[src/design/tool_height_dilation_core_assert.svh]
// ----------------------------------------------------------------------------
// Tool height dilation assertion macros
// Clocked concurrent checks with a common clock and reset.
// ----------------------------------------------------------------------------
`ifndef TOOL_HEIGHT_DILATION_CORE_ASSERT_SVH
`define TOOL_HEIGHT_DILATION_CORE_ASSERT_SVH

// property holds at every edge out of reset
`define THD_ASSERT(lbl, prop, msg) \
  lbl: assert property (@(posedge clk) disable iff (!rst_n) prop) else $error(msg);

// pre at one edge implies post at the next
`define THD_ASSERT_NEXT(lbl, pre, post, msg) \
  lbl: assert property (@(posedge clk) disable iff (!rst_n) (pre) |=> (post)) else $error(msg);

`endif

[src/design/thd_pkg.sv]
// ----------------------------------------------------------------------------
// Tool height dilation package
// Shared constants, configuration layout and control types.
// ----------------------------------------------------------------------------
package thd_pkg;

  localparam int MAX_COLS_DEF   = 256;
  localparam int MAX_ROWS_DEF   = 256;
  localparam int MAX_WINDOW_DEF = 32;

  localparam int CFG_IDX_W  = 3;
  localparam int CFG_DATA_W = 15;
  localparam int HEIGHT_W   = 16;
  localparam int TOOL_W     = 15;
  localparam int RAD_W      = 5;

  localparam logic [1:0] DRAIN_CYC = 2'd2;

  localparam logic OP_WRITE = 1'b0;
  localparam logic OP_QUERY = 1'b1;

  typedef enum logic [CFG_IDX_W-1:0] {
    CFG_MAP_WIDTH    = 3'd0,
    CFG_MAP_HEIGHT   = 3'd1,
    CFG_WINDOW_CELLS = 3'd2,
    CFG_DISK_RADIUS  = 3'd3,
    CFG_DROP_DEPTH   = 3'd4
  } cfg_idx_t;

  typedef struct packed {
    logic [8:0]        map_width;
    logic [8:0]        map_height;
    logic [5:0]        window_cells;
    logic [RAD_W-1:0]  disk_radius;
    logic [14:0]       drop_depth;
  } cfg_t;

  localparam cfg_t CFG_RESET = '{
    map_width:    9'd256,
    map_height:   9'd256,
    window_cells: 6'd7,
    disk_radius:  5'd3,
    drop_depth:   15'd2560
  };

  typedef struct packed {
    logic clear;
    logic hit;
  } acc_ctl_t;

endpackage

[src/design/thd_acc.sv]
// ----------------------------------------------------------------------------
// Dilation accumulator
// Disk test, drop offset and running maximum, one sample a cycle.
// ----------------------------------------------------------------------------
module thd_acc import thd_pkg::*; #(
  parameter int MAX_WINDOW = MAX_WINDOW_DEF,
  localparam int CNT_W     = $clog2(MAX_WINDOW + 1),
  localparam int DX_W      = ((CNT_W > RAD_W) ? CNT_W : RAD_W) + 1,
  localparam int SQ_W      = 2 * DX_W
) (
  input  logic                       clk,
  input  logic                       rst_n,
  input  acc_ctl_t                   ctl,
  input  logic [CNT_W-1:0]           tx,
  input  logic [CNT_W-1:0]           ty,
  input  logic [RAD_W-1:0]           disk_radius,
  input  logic [14:0]                drop_depth,
  input  logic [HEIGHT_W-1:0]        rdata,
  output logic signed [HEIGHT_W-1:0] best
);

  // stage 1: read data arrives, disk test
  logic                 p1_hit_r;
  logic signed [DX_W-1:0] p1_dx_r, p1_dy_r;
  // stage 2: offset and compare
  logic                 p2_hit_r;
  logic                 p2_out_r;
  logic [HEIGHT_W-1:0]  p2_h_r;
  logic signed [HEIGHT_W-1:0] best_r, best_nxt;

  logic signed [SQ_W-1:0] dx_sq, dy_sq;
  logic [SQ_W:0]          d_sum;
  logic [2*RAD_W-1:0]     r_sq;
  logic                   outside;
  logic signed [HEIGHT_W:0] v;

  always_comb begin
    dx_sq   = SQ_W'(p1_dx_r) * SQ_W'(p1_dx_r);
    dy_sq   = SQ_W'(p1_dy_r) * SQ_W'(p1_dy_r);
    r_sq    = (2*RAD_W)'(disk_radius) * (2*RAD_W)'(disk_radius);
    d_sum   = (SQ_W+1)'($unsigned(dx_sq)) + (SQ_W+1)'($unsigned(dy_sq));
    outside = d_sum > (SQ_W+1)'(r_sq);

    v = (HEIGHT_W+1)'($signed(p2_h_r)) -
        (p2_out_r ? (HEIGHT_W+1)'(drop_depth) : '0);
    best_nxt = best_r;
    if (ctl.clear) begin
      best_nxt = '0;
    end else if (p2_hit_r && (v > (HEIGHT_W+1)'(best_r))) begin
      best_nxt = v[HEIGHT_W-1:0];
    end
  end

  always_ff @(posedge clk) begin
    if (!rst_n) begin
      p1_hit_r <= 1'b0;
      p2_hit_r <= 1'b0;
      best_r   <= '0;
    end else begin
      p1_hit_r <= ctl.hit;
      p2_hit_r <= p1_hit_r;
      best_r   <= best_nxt;
    end
  end

  always_ff @(posedge clk) begin
    p1_dx_r  <= DX_W'(tx) - DX_W'(disk_radius);
    p1_dy_r  <= DX_W'(ty) - DX_W'(disk_radius);
    p2_out_r <= outside;
    p2_h_r   <= rdata;
  end

  assign best = best_r;

endmodule

[config.mk]
export PLATFORM = sky130hd
export DESIGN_NAME = thd_acc
export DESIGN_NICKNAME = d
export VERILOG_FILES = /design/src/design/tool_height_dilation_core_assert.svh /design/src/design/thd_pkg.sv /design/src/design/thd_acc.sv
export SDC_FILE = /design/constraint.sdc
export NUM_CORES = 1
export LEC_CHECK = 0
export ABC_AREA = 1
export ABC_CLOCK_PERIOD_IN_PS = 6900
export BUFFER_PORTS_ARGS = -buffer_cell sky130_fd_sc_hd__buf_4
export CORE_MARGIN = 1
export CORE_UTILIZATION = 39
export DETAILED_ROUTE_END_ITERATION = 8
export SLEW_MARGIN = 5
export SYNTH_ARGS = -nofsm -noshare
export SYNTH_HDL_FRONTEND = slang
export SYNTH_SLANG_ARGS = --single-unit
[constraint.sdc]
create_clock -name clk -period 6.9 [get_ports clk]
set_input_delay 1.035 -clock clk [delete_from_list [all_inputs] [get_ports clk]]
set_output_delay 1.035 -clock clk [all_outputs]
set_load 0.02 [all_outputs]
==> flow_metrics.tcl <==
set metrics [dict create \
    status "finished, final reports clean" \
    vias 6525 \
    clk_pin_slew_ns 0.07 \
    cp.arrival_ns 5.88 \
    worstMarginPinSlew_ns 1.15 \
    clock_latency_ns 0.31 \
    synth_seq_cells 49 \
    grt_pass1_wl_mm 28.3 \
    worstSetupStartpointType "flip-flop" \
    finalCriticalPeriod_ns 5.68 \
    fmax_ghz 0.176 \
    min_path_cells 2 \
    placedCellCount 1444 \
    rsz0062_at_grt "no" \
    worstPathMaxFanout 11 \
    drv_slew 0 \
    worstHoldPathType "reg2reg" \
    grtUsageTotal_pct 17.0 \
    fin_crit_sh_pct 82.4 \
    synth_cells 1126 \
    finalNetCount 1434 \
    crit-reg2reg-launch "p1_dx_r[6]$_DFF_P_" \
    critPathCaptureType "flip-flop" \
    dp.final_hpwl_mm 14.0 \
    synth.avg_cell_area_um2 7.05 \
    slowest_stage "dfxtp_1" \
    routed_wl_mm 16.3 \
    antenna_cells 0 \
    antenna_found_initial 0 \
    final_cell_mix "291 x inv_1, 241 x nand2_1, 126 x ha_1, 95 x nor2_1, 70 x fa_1" \
    max_cap_violations 0 \
    fin_area_um2 8850 \
    yosysSeqAreaShare_pct 12.4 \
    setup_viol 0 \
    tritoncts "built" \
    critPathMaxStageDelay_ns 0.55 \
    synthFlopType "dfxtp_1" \
    path_common_cell "inv_1" \
    cts_sinks 49 \
    min-delay-start "p1_hit_r$_SDFF_PN0_" \
    clockBufferDepth 2 \
    final_common_cell "inv_1" \
    ios 68 \
    viasPerCell 4.49 \
    hold_viol_final 0 \
    postRouteAntennaNets 0 \
    hold_path_end "p2_hit_r$_SDFF_PN0_" \
    h-tree-depth 2 \
    clockRootBuffer "clkbuf_16" \
    post_cts_buffers 0 \
    drive_above_1_share_pct 7.16 \
    fin_util_pct 44.9 \
    die_h_um 145 \
    synth.area.top_cells "ha_1 20%, fa_1 18%, inv_1 14%, dfxtp_1 12%, nand2_1 11%" \
    rr_endpoint "p2_out_r$_DFF_P_" \
    syn-num-nets 1374 \
    die_x_um 145 \
    cp.required_ns 7.09 \
    num_rows 51 \
    reg2regPathDepth 26 \
    finalSetupTns_ns 0 \
    hold_buffers 0 \
    ff2ff_setup_slack_ns 1.22 \
    overflow 0 \
    syn_area_um2 7940 \
    synth_cell_types 32 \
    synth_top_cell_by_area "ha_1" \
    grt_max_degree 33 \
    yosysWarnings 0 \
    placed_area_um2 8700 \
    drt_pass1_iterations 5 \
    drt_iter0_markers 262 \
    synth_top_area_share_pct 19.9 \
    coreArea_um2 19700 \
    fp.dieArea_um2 20900 \
    routedWlPerCell_um 11.2 \
    syn_to_final_growth_pct 11.5 \
    route.detailed.drc 0 \
    start_util_pct 40.3 \
    async_reset_ff_share_pct 0 \
    synth-edff-count 0 \
    grt_pass1_vias 6406 \
    io_buffers 67 \
    slew-limit-headroom_pct 23.3 \
    gp_congestion 0.903 \
    critPathKind "reg2reg" \
    fin_cells 1452 \
    ctsResizeCount 0 \
    skew_ns 0.00500 \
    cts_buffers 5 \
]
==> worst max-delay path: cells and delay by family, from the launching register on <==
family	cells	cell delay, ns
buf+inv	7	0.38
fa+ha+maj	7	2.83
compound gates	5	0.95
xor+xnor	3	0.47
flops	1	0.55
simple gates	4	0.38
==> state kept, by name (all words and copies together), names as in the netlist <==
register and flops:
p2_out_r 1, best 16, p2_hit_r 1, p1_hit_r 1, p1_dx_r 7, p1_dy_r 7
p2_h_r 16
==> layer usage <==
| layer | wire [µm] | up-vias | GRT usage, % |
|---|---|---|---|
| met5 | 0 | - | 0 |
| met4 | 174 | 0 | 3.38 |
| met3 | 426 | 14 | 2.14 |
| met2 | 7520 | 86 | 30.2 |
| met1 | 8180 | 2901 | 21.9 |
| li1 | - | 3524 | - |
==> synth_stat cells, types with 3 or more instances <==
cell type and instances:
inv_1 291, nand2_1 241, ha_1 126, nor2_1 95
fa_1 70, a21oi_1 56, dfxtp_1 49, nand3_1 40
xor2_1 36, xnor2_1 29, o21ai_0 20, clkbuf_1 11
nand4_1 10, nor3_1 10, o21bai_1 7, a21o_1 6
or2_2 4, a31oi_1 3
==> kinds of logic (layout without fill, tap and decap cells) <==
kind of cell    Yosys count  after routing  share of synthesized area, %
xor+xnor                 65             65                          7.17
fa+ha+maj               196            196                          37.5
compound gates          103            103                          7.35
flops                    49             49                          12.4
simple gates            408            408                          20.9
buf+inv                 305            366                          14.7
==> how the worst max path moves through the flow <==
| stage | startpoint | endpoint | cells after the start |
|---|---|---|---|
| after detailed placement | p1_dx_r[6]$_DFF_P_ | p2_out_r$_DFF_P_ | 26 |
| after CTS | p1_dx_r[6]$_DFF_P_ | p2_out_r$_DFF_P_ | 26 |
| after global placement | p1_dy_r[6]$_DFF_P_ | p2_out_r$_DFF_P_ | 26 |
| after global routing | p1_dy_r[6]$_DFF_P_ | p2_out_r$_DFF_P_ | 26 |
| final | p1_dx_r[6]$_DFF_P_ | p2_out_r$_DFF_P_ | 26 |
| after floorplan | p1_dx_r[6]$_DFF_P_ | p2_out_r$_DFF_P_ | 27 |
==> cell type report <==
class                   count  area (µm²)
multi-input cells         772        5790
flip-flops and latches     49         981
well taps                 265         332
clock buffers               5         125
repair buffers             67         503
clock inverters             3        21.3
fillers                  2084       10900
inverters                 291        1090
==> stage by stage <==
step / hold WS, ns / setup slack [ns]
floorplan: 0.390 / 1.54
global placement: 0.404 / 1.31
detailed placement: 0.408 / 1.22
CTS: 0.427 / 1.19
global route: 0.458 / 0.791
finish: 0.420 / 1.22
Power is left out: the tool's default activity adds up to more than one toggle a clock period on the data nets, which glitch-free logic cannot reach.
