[config.mk]
export PLATFORM = sky130hd
export DESIGN_NAME = thd_seq
export DESIGN_NICKNAME = d
export VERILOG_FILES = /design/src/design/tool_height_dilation_core_assert.svh /design/src/design/thd_pkg.sv /design/src/design/thd_seq.sv
export SDC_FILE = /design/constraint.sdc
export NUM_CORES = 1
export LEC_CHECK = 0
export ABC_AREA = 1
export BUFFER_PORTS_ARGS = -buffer_cell sky130_fd_sc_hd__buf_2
export CAP_MARGIN = 20
export CORE_MARGIN = 2
export CORE_UTILIZATION = 40
export DETAILED_ROUTE_END_ITERATION = 10
export PLACE_DENSITY = 0.65
export SLEW_MARGIN = 20
export SYNTH_ARGS = -nofsm -noshare
export SYNTH_HDL_FRONTEND = slang
export SYNTH_SLANG_ARGS = --single-unit
[constraint.sdc]
create_clock -name clk -period 4.1 [get_ports clk]
set_clock_uncertainty 0.05 [all_clocks]
set_input_delay 0.82 -clock clk [delete_from_list [all_inputs] [get_ports clk]]
set_output_delay 0.82 -clock clk [all_outputs]
set_load 0.005 [all_outputs]
[src/design/tool_height_dilation_core_assert.svh]
// ----------------------------------------------------------------------------
// Tool height dilation assertion macros
// Clocked concurrent checks with a common clock and reset.
// ----------------------------------------------------------------------------
`ifndef TOOL_HEIGHT_DILATION_CORE_ASSERT_SVH
`define TOOL_HEIGHT_DILATION_CORE_ASSERT_SVH

// property holds at every edge out of reset
`define THD_ASSERT(lbl, prop, msg) \
  lbl: assert property (@(posedge clk) disable iff (!rst_n) prop) else $error(msg);

// pre at one edge implies post at the next
`define THD_ASSERT_NEXT(lbl, pre, post, msg) \
  lbl: assert property (@(posedge clk) disable iff (!rst_n) (pre) |=> (post)) else $error(msg);

`endif

[src/design/thd_pkg.sv]
// ----------------------------------------------------------------------------
// Tool height dilation package
// Shared constants, configuration layout and control types.
// ----------------------------------------------------------------------------
package thd_pkg;

  localparam int MAX_COLS_DEF   = 256;
  localparam int MAX_ROWS_DEF   = 256;
  localparam int MAX_WINDOW_DEF = 32;

  localparam int CFG_IDX_W  = 3;
  localparam int CFG_DATA_W = 15;
  localparam int HEIGHT_W   = 16;
  localparam int TOOL_W     = 15;
  localparam int RAD_W      = 5;

  localparam logic [1:0] DRAIN_CYC = 2'd2;

  localparam logic OP_WRITE = 1'b0;
  localparam logic OP_QUERY = 1'b1;

  typedef enum logic [CFG_IDX_W-1:0] {
    CFG_MAP_WIDTH    = 3'd0,
    CFG_MAP_HEIGHT   = 3'd1,
    CFG_WINDOW_CELLS = 3'd2,
    CFG_DISK_RADIUS  = 3'd3,
    CFG_DROP_DEPTH   = 3'd4
  } cfg_idx_t;

  typedef struct packed {
    logic [8:0]        map_width;
    logic [8:0]        map_height;
    logic [5:0]        window_cells;
    logic [RAD_W-1:0]  disk_radius;
    logic [14:0]       drop_depth;
  } cfg_t;

  localparam cfg_t CFG_RESET = '{
    map_width:    9'd256,
    map_height:   9'd256,
    window_cells: 6'd7,
    disk_radius:  5'd3,
    drop_depth:   15'd2560
  };

  typedef struct packed {
    logic clear;
    logic hit;
  } acc_ctl_t;

endpackage

[src/design/thd_seq.sv]
// ----------------------------------------------------------------------------
// Window walker
// Steps through the window one position a cycle and issues map reads.
// ----------------------------------------------------------------------------
module thd_seq import thd_pkg::*; #(
  parameter int MAX_COLS   = MAX_COLS_DEF,
  parameter int MAX_ROWS   = MAX_ROWS_DEF,
  parameter int MAX_WINDOW = MAX_WINDOW_DEF,
  localparam int CNT_W     = $clog2(MAX_WINDOW + 1),
  localparam int CRD_W     = $clog2(MAX_COLS + MAX_ROWS + 256 + 2 * MAX_WINDOW) + 1,
  localparam int ADDR_W    = $clog2(MAX_COLS * MAX_ROWS),
  localparam int COL_W     = $clog2(MAX_COLS),
  localparam int ROW_W     = $clog2(MAX_ROWS)
) (
  input  logic              clk,
  input  logic              rst_n,
  input  logic              start,
  input  logic [7:0]        col,
  input  logic [7:0]        row,
  input  logic [CNT_W-1:0]  n,
  input  logic [CRD_W-1:0]  w_eff,
  input  logic [CRD_W-1:0]  h_eff,
  output acc_ctl_t          ctl,
  output logic [CNT_W-1:0]  tx,
  output logic [CNT_W-1:0]  ty,
  output logic [ADDR_W-1:0] raddr,
  output logic              last
);

  logic             active_r, active_nxt;
  logic [CNT_W-1:0] tx_r, tx_nxt;
  logic [CNT_W-1:0] ty_r, ty_nxt;
  logic [7:0]       col_r, col_nxt;
  logic [7:0]       row_r, row_nxt;
  logic [CNT_W-1:0] c;
  logic [CNT_W-1:0] n_m1;
  logic [CRD_W-1:0] nx, ny;
  logic             in_x, in_y, tx_end, ty_end;

  always_comb begin
    c      = n >> 1;
    n_m1   = n - CNT_W'(1);
    nx     = CRD_W'(col_r) - CRD_W'(tx_r) + CRD_W'(c);
    ny     = CRD_W'(row_r) - CRD_W'(ty_r) + CRD_W'(c);
    in_x   = !nx[CRD_W-1] && (nx < w_eff);
    in_y   = !ny[CRD_W-1] && (ny < h_eff);
    tx_end = (tx_r == n_m1);
    ty_end = (ty_r == n_m1);
    raddr  = ADDR_W'(ny[ROW_W-1:0]) * ADDR_W'(MAX_COLS) + ADDR_W'(nx[COL_W-1:0]);

    ctl.clear = start;
    ctl.hit   = active_r && in_x && in_y;
    last      = active_r && tx_end && ty_end;

    active_nxt = active_r;
    tx_nxt     = tx_r;
    ty_nxt     = ty_r;
    col_nxt    = col_r;
    row_nxt    = row_r;
    if (start) begin
      active_nxt = 1'b1;
      tx_nxt     = '0;
      ty_nxt     = '0;
      col_nxt    = col;
      row_nxt    = row;
    end else if (active_r) begin
      if (ty_end) begin
        ty_nxt = '0;
        if (tx_end) begin
          active_nxt = 1'b0;
        end else begin
          tx_nxt = tx_r + CNT_W'(1);
        end
      end else begin
        ty_nxt = ty_r + CNT_W'(1);
      end
    end
  end

  always_ff @(posedge clk) begin
    if (!rst_n) begin
      active_r <= 1'b0;
    end else begin
      active_r <= active_nxt;
    end
  end

  always_ff @(posedge clk) begin
    tx_r  <= tx_nxt;
    ty_r  <= ty_nxt;
    col_r <= col_nxt;
    row_r <= row_nxt;
  end

  assign tx = tx_r;
  assign ty = ty_r;

endmodule

==> results.yml, run 1 <==
outcome:
  status: "complete, but fails checks"
  violations: "negative setup slack"
detailed_routing:
  antenna_left: 0
  dr.pass1.iters: 5
  drt-total-wl_um: 7810
  wl_per_cell_um: 11.6
  post_drt_via_cell_ratio: 4.75
  detail_route.iter0.violations: 136
  num_vias: 3201
  detail_route.drc_violations: 0
critical_path:
  critical_path_capture_point_type: "output pin"
  r2r_slack_ns: 2.22
  critical_path_start_end_classification: "reg -> out"
  regToRegEndpoint: "ty[5]"
  reg2regPathDepth: 5
  cp.required_ns: 3.23
  path_max_fanout: 3
  crit-reg2reg-launch: "active_r"
  timing.critical_path.arrival_ns: 3.64
  worstSetupStartpointType: "register"
power:
  peak_ir_drop_on_the_vdd_network_uv: 189
  power.share.switching_pct: 37.0
  seq_power_share_pct: 27.7
  static_leakage_nw: 2.32
  net-switching-power_uw: 447
  clkPwrFrac_pct: 18.7
  power.combinational.fraction_pct: 53.6
  power_density_nw_per_um2: 279
  p_total_mw: 1.21
  internal_power_uw: 760
worst_hold_path:
  worst_hold_path.endpoint: "tx[3]"
  hold_path_class: "reg -> reg"
  hold_path_startpoint: "tx[3]"
  worst_hold_path.num_cells: 3
synthesis:
  synth_compound_area_share_pct: 8.63
  synthesis.yosys.warnings: 0
  cells_after_synthesis: 437
  syn-cell-area_um2: 3160
  yosysSeqAreaShare_pct: 23.4
  synth.largest_area_cell: "sky130_fd_sc_hd__ha_1"
  synth_area_leaders: "sky130_fd_sc_hd__ha_1, sky130_fd_sc_hd__edfxtp_1, sky130_fd_sc_hd__nand2_1"
  yosys-top-cells-count: "sky130_fd_sc_hd__nand2_1, sky130_fd_sc_hd__inv_1, sky130_fd_sc_hd__ha_1"
  postSynth.asyncResetShare_pct: 0
  avgSynthCellArea_um2: 7.24
  synth_top_flop_cell: "sky130_fd_sc_hd__edfxtp_1"
  yosys.area_share.xor_xnor_pct: 7.20
  synth-seq-cells: 29
  synth_edf_count: 16
  post_synth_num_cell_types: 34
  post_synth_and_or_nand_nor_area_fraction_pct: 28.9
  synth.area.mux_share_pct: 0
  top_cell_type_s_share_of_synthesized_area_pct: 18.6
  synth.most_common_cell: "sky130_fd_sc_hd__nand2_1"
  synth_top_family_by_area: "simple AND/OR/NAND/NOR gates"
  synth_nets: 535
  synthAdderAreaFrac_pct: 21.1
timing:
  slew_headroom_pct: 66.1
  max_clock_freq_ghz: 0.222
  period_needed_ns: 4.51
  timing.final.hold_violations: 0
  rsz_0062_raised_after_global_routing: "true"
  setup_tns_ns: -0.409
  setup_violations: 1
  finalWorstSetupSlack_ns: -0.409
  hold_slack_ns: 0.567
  min_period_over_period_pct: 110
  report.final.slew_viol_count: 0
  max_slew.worst_pin.slew_ns: 0.508
finish:
  core_util_final_pct: 56.2
  layout.nets: 669
  drive_gt1_share_pct: 33.9
  area.growth.synth_to_final_pct: 36.6
  antenna-diode-count: 0
floorplan:
  die-width_um: 92.9
  core_region_area_um2: 7690
  floorplan.die_area_um2: 8630
  floorplan.io_pins: 78
  total_number_of_placement_rows: 32
  initial_core_util_pct: 41.1
  chipHeight_um: 92.9
clocking:
  clock-sinks: 29
  clock_latency_of_the_later_clocked_register_in_the_worst_skew_pair_ns: 0.28
  clock_tree_root: "sky130_fd_sc_hd__clkbuf_8"
  cts_htree_levels: 2
  cts_tree: "done"
  register_clock_pin_slew_on_the_reported_worst_setup_and_hold_paths_ns: 0.07
  max-clock-path-buffers: 2
  cts_buffers: 5
grt:
  globalRouteMet2Util_pct: 31.5
  grt.overflow.total: 0
  pin_count_of_the_biggest_net_entering_global_routing: 24
  grt_antenna_before_repair: 0
  number_of_global_route_vias_before_repair: 3001
  met3_usage_pct: 1.87
  grt_pass1_wl_um: 13000
  grt_most_used_layer: "met2"
  gr-usage-all-layers_pct: 18.6
  grtUsageMet1_pct: 24.6
flow_run:
  maxCapViolCount: 0
place:
  dpl.hpwl_um: 6470
  port-buffer-count: 77
  dp_slack_ns: -0.398
  finalWeightedCongestion: 0.881
[power by group through the flow]
stage | clock (mW) | combinational [mW] | sequential, mW
floorplan | 0 | 0.354 | 0.336
global placement | 0 | 0.569 | 0.340
detailed placement | 0 | 0.585 | 0.340
CTS | 0.230 | 0.619 | 0.334
global route | 0.243 | 0.735 | 0.336
finish | 0.225 | 0.647 | 0.334
[state kept, by name, indices dropped and copies added, names as in the netlist]
register  cells
active_r      1
col_r         8
row_r         8
tx            6
ty            6
[worst max-delay path by stage]
stage                     cells past startpoint      from  slack (ns)     end
after detailed placement                     19  row_r[0]       -0.40  ctl[0]
after CTS                                    19  row_r[0]       -0.42  ctl[0]
after global placement                       19  row_r[0]       -0.31  ctl[0]
final                                        24  col_r[0]       -0.41  ctl[0]
after global routing                         24  col_r[0]       -0.69  ctl[0]
after floorplan                              18     ty[0]        0.04  ctl[0]
[critical path, stage by stage, from the launching register on]
cell and delay [ns]:
sky130_fd_sc_hd__edfxtp_1 0.38, sky130_fd_sc_hd__inv_2 0.08, sky130_fd_sc_hd__ha_4 0.12, sky130_fd_sc_hd__inv_2 0.03, sky130_fd_sc_hd__fa_2 0.36, sky130_fd_sc_hd__nand3_2 0.08
sky130_fd_sc_hd__nand2_2 0.06, sky130_fd_sc_hd__xor2_1 0.15, sky130_fd_sc_hd__ha_1 0.37, sky130_fd_sc_hd__nand2_2 0.09, sky130_fd_sc_hd__o21ai_2 0.15, sky130_fd_sc_hd__a21oi_2 0.05
sky130_fd_sc_hd__nor2_1 0.13, sky130_fd_sc_hd__nand3_1 0.14, sky130_fd_sc_hd__nand2_2 0.12, sky130_fd_sc_hd__inv_4 0.05, sky130_fd_sc_hd__ha_4 0.27, sky130_fd_sc_hd__nand2_4 0.05
sky130_fd_sc_hd__nor3_2 0.16, sky130_fd_sc_hd__nand3_1 0.11, sky130_fd_sc_hd__a21oi_2 0.11, sky130_fd_sc_hd__nor2_1 0.05, sky130_fd_sc_hd__nand3_1 0.08, sky130_fd_sc_hd__nor2_1 0.04
sky130_fd_sc_hd__buf_2 0.11
[repair_timing]
item / in CTS / in global routing
endpoints found under the hold margin: 0 / 0
resized for setup: 21 / 25
cloned: 0 / 0
hold buffers: 0 / 0
pin swaps: 19 / 20
buffers inserted: 1 / 2
setup endpoints to repair: 1 / 1
[cells in the final DEF, fill, tap and decap left out, drive strengths merged, types with 2 or more instances in the layout]
master / Yosys / final
nand2: 102 / 102
nand3b: 3 / 3
xor2: 16 / 16
edfxtp: 16 / 16
fa: 4 / 4
nand3: 42 / 42
a21o: 5 / 5
clkinv: 0 / 2
buf: 2 / 129
ha: 47 / 47
nor2: 30 / 30
xnor2: 10 / 10
nand4: 10 / 10
a21oi: 31 / 31
clkbuf: 0 / 6
nor3: 4 / 4
dfxtp: 13 / 13
inv: 86 / 86
o21ai: 7 / 7
[layer usage]
| layer | up-vias | share of wire [%] |
|---|---|---|
| met5 | - | 0 |
| met4 | 0 | 1.7 |
| met3 | 11 | 5.0 |
| met2 | 85 | 47 |
| met1 | 1416 | 46 |
| li1 | 1689 | - |
[per-stage QoR]
step	instance area, um^2	cells
finish	4320	674
global route	4320	674
CTS	4210	672
detailed placement	4030	663
global placement	4030	663
floorplan	3160	437
[final cells by class]
class,instances,area [um^2]
multi-input cells,320,2260
flip-flops and latches,29,742
inverters,86,325
repair buffers,129,783
clock buffers,6,72.6
fillers,756,3370
well taps,102,128
clock inverters,2,10.0
[kinds of logic (layout without fill, tap and decap cells)]
kind of cell / count (synthesis) / after routing
adder cells (fa/ha/maj): 51 / 51
buffers and inverters: 88 / 223
XOR/XNOR: 26 / 26
flip-flops: 29 / 29
AO/OA/AOI/OAI: 49 / 49
AND/OR/NAND/NOR: 194 / 194
No activity file was read; power rests on OpenSTA's default activity.
==> run 2, diff against run 1 <==
ABC_AREA = unset   (was 1)
==> run 2 against run 1 <==
  * Setup slack worse by 0.52 ns
  * Critical endpoint unchanged
  * Register-to-register slack worse by 0.43 ns
  * Total power up 7.0%
  * Die area shrank 3.5%
  * Via count decreased by 4.8%
  * Sequential share of layout area is 0.19 points lower
  * Core utilization rose by 3.9 points
  * Synthesized cell count decreased by 21%
  * Combinational power up 2%
  * First-iteration DRC count fell by 43%
  * Cell area rose by 2.0%
  * Non-clock buffer count up 34
  * The run still ends with negative setup slack left
==> results.yml, run 2 <==
outcome:
  violations: "negative setup slack"
  status: "complete, but fails checks"
grt:
  grt_antenna_before_repair: 0
  grt_pass1_wl_um: 12700
  number_of_global_route_vias_before_repair: 2810
  gr-usage-all-layers_pct: 18.7
  pin_count_of_the_biggest_net_entering_global_routing: 29
  grt.overflow.total: 0
power:
  static_leakage_nw: 2.14
  net-switching-power_uw: 438
  power.combinational.fraction_pct: 51.2
  peak_ir_drop_on_the_vdd_network_uv: 121
  clkPwrFrac_pct: 22.8
  seq_power_share_pct: 26.0
  power_density_nw_per_um2: 293
  internal_power_uw: 853
  power.share.switching_pct: 33.9
synthesis:
  synth_area_leaders: "sky130_fd_sc_hd__ha_1, sky130_fd_sc_hd__edfxtp_1, sky130_fd_sc_hd__dfxtp_1"
  post_synth_num_cell_types: 58
  synth.largest_area_cell: "sky130_fd_sc_hd__ha_1"
  yosysSeqAreaShare_pct: 24.3
  avgSynthCellArea_um2: 8.78
  synth-seq-cells: 29
  cells_after_synthesis: 347
  postSynth.asyncResetShare_pct: 0
  yosys-top-cells-count: "sky130_fd_sc_hd__ha_1, sky130_fd_sc_hd__inv_1, sky130_fd_sc_hd__xnor2_1"
  synthesis.yosys.warnings: 0
  synth_edf_count: 16
  top_cell_type_s_share_of_synthesized_area_pct: 19.3
  synth_top_flop_cell: "sky130_fd_sc_hd__edfxtp_1"
  syn-cell-area_um2: 3050
  synth_nets: 445
timing:
  max_slew.worst_pin.slew_ns: 0.566
  rsz_0062_raised_after_global_routing: "true"
  timing.final.hold_violations: 0
  period_needed_ns: 5.02
  min_period_over_period_pct: 123
  slew_headroom_pct: 61.3
  hold_slack_ns: 0.578
  report.final.slew_viol_count: 0
  finalWorstSetupSlack_ns: -0.925
  max_clock_freq_ghz: 0.199
  setup_tns_ns: -0.973
  setup_violations: 2
critical_path:
  regToRegEndpoint: "tx[5]"
  reg2regPathDepth: 7
  critical_path.startpoint: "col_r[0]"
  crit-reg2reg-launch: "ty[3]"
  critical_path_capture_point_type: "output pin"
  critical_path_start_end_classification: "reg -> out"
  r2r_slack_ns: 1.79
  cp.required_ns: 3.23
  worstSetupStartpointType: "register"
  path_max_fanout: 3
  timing.critical_path.arrival_ns: 4.15
  crit_end: "ctl[0]"
place:
  port-buffer-count: 77
  dp_slack_ns: -0.715
  cell_count_post_placement: 597
  finalWeightedCongestion: 0.959
  dpl.hpwl_um: 6410
detailed_routing:
  num_vias: 3046
  dr.pass1.iters: 4
  detail_route.iter0.violations: 78
  drt-total-wl_um: 7790
  post_drt_via_cell_ratio: 4.99
  detail_route.drc_violations: 0
  antenna_left: 0
  wl_per_cell_um: 12.7
floorplan:
  die-width_um: 91.3
  chipHeight_um: 91.3
  floorplan.io_pins: 78
  core_region_area_um2: 7330
  initial_core_util_pct: 41.5
  total_number_of_placement_rows: 31
  floorplan.die_area_um2: 8330
worst_hold_path:
  hold_path_class: "reg -> reg"
clocking:
  register_clock_pin_slew_on_the_reported_worst_setup_and_hold_paths_ns: 0.07
  cts_tree: "done"
  clock-sinks: 29
  cts_htree_levels: 2
  holdBufCountCts: 0
  max-clock-path-buffers: 2
  clock_tree_root: "sky130_fd_sc_hd__clkbuf_8"
  clock_latency_of_the_later_clocked_register_in_the_worst_skew_pair_ns: 0.28
  cts_buffers: 5
flow_run:
  maxCapViolCount: 0
finish:
  stdcell_count: 611
  filler_cell_count: 642
  antenna-diode-count: 0
  layout.nets: 609
  area.growth.synth_to_final_pct: 44.6
  mostFrequentLayoutCells: "sky130_fd_sc_hd__buf_4, sky130_fd_sc_hd__buf_2, sky130_fd_sc_hd__inv_1, sky130_fd_sc_hd__ha_1, sky130_fd_sc_hd__xnor2_1"
  reg_top3: "col_r (8), row_r (8)"
  drive_gt1_share_pct: 39.3
  final_common_cell: "sky130_fd_sc_hd__buf_4"
  core_util_final_pct: 60.1
[run 2: changes by cell type in the layout (fill, tap and decap cells not counted), sizes merged, moves of 8 or more]
cell	change
xor2	-8
buf	+34
nand3	-33
nor2b	+8
inv	-38
xnor2	+19
a21oi	-11
nand2	-92
[run 2: per-stage QoR]
step / cell area [um^2] / power [mW]
after floorplan: 3090 / 0.675
after global placement: 4170 / 0.940
after detailed placement: 4170 / 0.960
after CTS: 4300 / 1.26
after global routing: 4400 / 1.39
final: 4400 / 1.29
[run 2: what timing repair did]
| item | 4_1_cts | 5_1_grt |
|---|---|---|
| hold endpoints to repair | 0 | 0 |
| setup buffers | 2 | 4 |
| gates resized for setup | 1 | 15 |
| endpoints found under the setup margin | 1 | 6 |
| pin swaps | 3 | 6 |
[run 2: how the worst min path moves through the flow]
stage	start	to	slack (ns)	depth (start not counted)
global route	tx[2]	tx[2]	0.60	3
finish	tx[4]	tx[4]	0.58	3
CTS	tx[2]	tx[2]	0.58	3
detailed placement	tx[4]	tx[4]	0.57	3
global placement	ty[0]	ty[0]	0.55	3
floorplan	tx[1]	tx[1]	0.46	2
[run 2: kinds of logic after synthesis]
family                   synth area share, %
AO/OA/AOI/OAI                           17.1
XOR/XNOR                                10.6
AND/OR/NAND/NOR                         17.7
flip-flops                              24.3
multiplexers                            1.44
buffers and inverters                   6.94
adder cells (fa/ha/maj)                 21.9
[run 2: layer usage]
layer  GRT usage (%)  routed length (um)  vias to the layer above
li1                -                   -                     1576
met1            25.2                3830                     1384
met2            31.1                3490                       77
met3            2.82                 366                        9
met4            5.18                 103                        0
met5               0                   0                        -
[run 2: layout make-up]
cell class              instances  area (um^2)  area share (%)
well taps                      99          124            2.81
repair buffers                163         1040            23.6
clock buffers                   7          108            2.44
multi-input cells             265         2200            50.0
clock inverters                 1         6.26           0.142
inverters                      47          176            4.01
flip-flops and latches         29          748            17.0
[run 2: power groups by stage]
| stage | sequential [mW] | combinational, mW | clock, mW |
|---|---|---|---|
| 3_5_place_dp | 0.342 | 0.618 | 0 |
| 5_1_grt | 0.338 | 0.737 | 0.317 |
| 6_report | 0.335 | 0.660 | 0.295 |
| 3_3_place_gp | 0.341 | 0.599 | 0 |
| 2_1_floorplan | 0.339 | 0.336 | 0 |
| 4_1_cts | 0.335 | 0.628 | 0.299 |
[run 2: worst max-delay path, stage by stage, from the launching register on]
cell and delay (ns):
sky130_fd_sc_hd__edfxtp_1 0.38, sky130_fd_sc_hd__inv_2 0.09, sky130_fd_sc_hd__ha_4 0.11, sky130_fd_sc_hd__inv_1 0.04, sky130_fd_sc_hd__fa_2 0.34, sky130_fd_sc_hd__a21o_1 0.20, sky130_fd_sc_hd__a21oi_2 0.18, sky130_fd_sc_hd__xnor2_1 0.08
sky130_fd_sc_hd__ha_1 0.33, sky130_fd_sc_hd__a21o_1 0.15, sky130_fd_sc_hd__a31oi_2 0.05, sky130_fd_sc_hd__or4_1 0.42, sky130_fd_sc_hd__a22oi_2 0.18, sky130_fd_sc_hd__xnor2_2 0.14, sky130_fd_sc_hd__ha_1 0.25, sky130_fd_sc_hd__and4_4 0.16
sky130_fd_sc_hd__a221oi_2 0.20, sky130_fd_sc_hd__nand3_1 0.10, sky130_fd_sc_hd__a31oi_1 0.14, sky130_fd_sc_hd__nor4bb_2 0.20, sky130_fd_sc_hd__buf_2 0.15
==> run 3, diff against run 2 <==
GPL_TIMING_DRIVEN = 0   (was unset)
==> run 3 against run 2 <==
  * First-iteration DRC count rose by 42%
  * Core utilization fell by 5.7 points
  * Die area did not move
  * Global-route usage fell by 1.6 points
  * Critical endpoint unchanged
  * The flow still finishes with violations (negative setup slack)
  * Total power fell by 11%
  * Setup slack got worse by 0.058 ns
==> results.yml, run 3 (same netlist as run 2, synthesis figures left out) <==
floorplan:
  chipHeight_um: 91.3
  die-width_um: 91.3
  initial_core_util_pct: 41.5
  core_region_area_um2: 7330
  total_number_of_placement_rows: 31
  floorplan.die_area_um2: 8330
  floorplan.io_pins: 78
detailed_routing:
  wl_per_cell_um: 13.9
  num_vias: 2820
  met1_wire_length_um: 3650
  drt-total-wl_um: 7590
  detail_route.iter0.violations: 111
  post_drt_via_cell_ratio: 5.16
  antenna_left: 0
  met3WireLength_um: 402
  highest-signal-layer: "met4"
  detailroute.wirelength.met2_um: 3440
  detail_route.drc_violations: 0
  dr.pass1.iters: 4
finish:
  final_common_cell: "sky130_fd_sc_hd__buf_2"
  mostFrequentLayoutCells: "sky130_fd_sc_hd__buf_2, sky130_fd_sc_hd__inv_1, sky130_fd_sc_hd__ha_1, sky130_fd_sc_hd__xnor2_1, sky130_fd_sc_hd__nor2_1"
  stdcell_count: 547
  drive_gt1_share_pct: 32.8
  reg_top3: "col_r (8), row_r (8)"
  core_util_final_pct: 54.4
  filler_cell_count: 683
  final_cell_area_um2: 3990
  layout.nets: 545
  area.growth.synth_to_final_pct: 30.9
  antenna-diode-count: 0
timing:
  max_slew.worst_pin.slew_ns: 0.559
  min_period_over_period_pct: 124
  finalWorstSetupSlack_ns: -0.983
  timing.final.hold_violations: 0
  hold_slack_ns: 0.521
  rsz_0062_raised_after_global_routing: "true"
  period_needed_ns: 5.08
  slew_headroom_pct: 61.8
  max_clock_freq_ghz: 0.197
  setup_tns_ns: -0.983
  report.final.slew_viol_count: 0
  setup_violations: 1
place:
  dpl.hpwl_um: 5810
  port-buffer-count: 77
  placed_cell_area_um2: 3600
  cell_count_post_placement: 523
  finalWeightedCongestion: 0.858
  dp_slack_ns: -0.791
clocking:
  max-clock-path-buffers: 2
  register_clock_pin_slew_on_the_reported_worst_setup_and_hold_paths_ns: 0.07
  clock-sinks: 29
  clock_latency_of_the_later_clocked_register_in_the_worst_skew_pair_ns: 0.28
  cts_tree: "done"
  cts_htree_levels: 2
  holdBufCountCts: 0
  clock_tree_root: "sky130_fd_sc_hd__clkbuf_8"
  cts_buffers: 5
power:
  internal_power_uw: 731
  power.combinational.fraction_pct: 50.9
  static_leakage_nw: 1.81
  peak_ir_drop_on_the_vdd_network_uv: 132
  p_total_mw: 1.14
  clkPwrFrac_pct: 19.8
  seq_power_share_pct: 29.3
  power.share.switching_pct: 36.1
  net-switching-power_uw: 413
  power_density_nw_per_um2: 287
critical_path:
  maximum_single_stage_delay_on_the_critical_path_ns: 0.42
  critical_path.startpoint: "col_r[0]"
  critical_path.n_buffers_inverters: 3
  cp.required_ns: 3.23
  critical-path-slowest-cell: "sky130_fd_sc_hd__or4_1"
  critical_path_depth_in_cells: 20
  crit-reg2reg-launch: "ty[2]"
  path_max_fanout: 4
  worstSetupStartpointType: "register"
  critical_path_start_end_classification: "reg -> out"
  worst_path_top_cell_family_by_delay: "adder cells"
  path_cells: "inv_2 -> ha_4 -> inv_1 -> fa_2 -> a21o_1 -> a21oi_2 -> xnor2_1 -> ha_1 -> a21o_1 -> a31oi_2 -> or4_1 -> a22oi_2 -> xnor2_2 -> ha_1 -> and4_4 -> a221oi_2 -> nand3_1 -> a31oi_1 -> nor4bb_2 -> buf_2"
  reg2regPathDepth: 7
  critical_path_capture_point_type: "output pin"
  timing.critical_path.arrival_ns: 4.21
grt:
  pin_count_of_the_biggest_net_entering_global_routing: 20
  grt_pass1_wl_um: 11600
  number_of_global_route_vias_before_repair: 2570
  grt.overflow.total: 0
  gr-usage-all-layers_pct: 17.1
  grt_antenna_before_repair: 0
flow_run:
  maxCapViolCount: 0
worst_hold_path:
  worst_hold_path.num_cells: 2
  hold_path_class: "reg -> reg"
  hold_path_startpoint: "tx[0]"
outcome:
  violations: "negative setup slack"
  status: "complete, but fails checks"
[run 3: cell types whose count changed in the layout (fill, tap and decap cells not counted), sizes merged]
cell,before,now
buf,163,96
clkbuf,7,10
clkinv,0,1
inv,48,47
[run 3: worst paths after layout]
path                               end  slack (ns)
worst min register to register   tx[0]        0.52
worst max-delay path            ctl[0]       -0.98
worst min-delay path             tx[0]        0.52
worst max register to register   tx[5]        1.86
[run 3: worst register-to-register path: stages, from the launching register on]
cell and delay [ns]:
sky130_fd_sc_hd__dfxtp_1 0.39, sky130_fd_sc_hd__inv_2 0.10, sky130_fd_sc_hd__xnor2_1 0.16, sky130_fd_sc_hd__nand4_1 0.14, sky130_fd_sc_hd__or4b_4 0.51, sky130_fd_sc_hd__buf_6 0.15
sky130_fd_sc_hd__nor4_1 0.28, sky130_fd_sc_hd__mux2_1 0.35
[run 3: per-layer routing]
layer | GRT usage (%) | up-vias
met5 | 0 | -
li1 | - | 1455
met4 | 4.92 | 0
met2 | 27.0 | 73
met1 | 23.7 | 1283
met3 | 3.32 | 9
[run 3: area by class of cell]
| class | instances | area, um^2 | area share [%] |
|---|---|---|---|
| clock buffers | 7 | 76.3 | 1.91 |
| plain buffers | 6 | 35.0 | 0.879 |
| well taps | 99 | 124 | 3.11 |
| multi-input cells | 265 | 2300 | 57.8 |
| repair buffers | 93 | 512 | 12.8 |
| clock inverters | 1 | 5.00 | 0.126 |
| inverters | 47 | 176 | 4.43 |
| flip-flops and latches | 29 | 754 | 18.9 |
[run 3: what timing repair did]
action / 4_1_cts / 5_1_grt
pin swaps: 5 / 13
resized for setup: 4 / 32
setup buffers: 5 / 12
endpoints found under the hold margin: 0 / 0
endpoints found under the setup margin: 1 / 3
[run 3: power groups by stage]
stage,registers [mW],logic (mW),clock network [mW]
floorplan,0.339,0.336,0
global placement,0.342,0.480,0
detailed placement,0.342,0.491,0
CTS,0.335,0.509,0.235
global route,0.337,0.653,0.247
finish,0.335,0.582,0.227
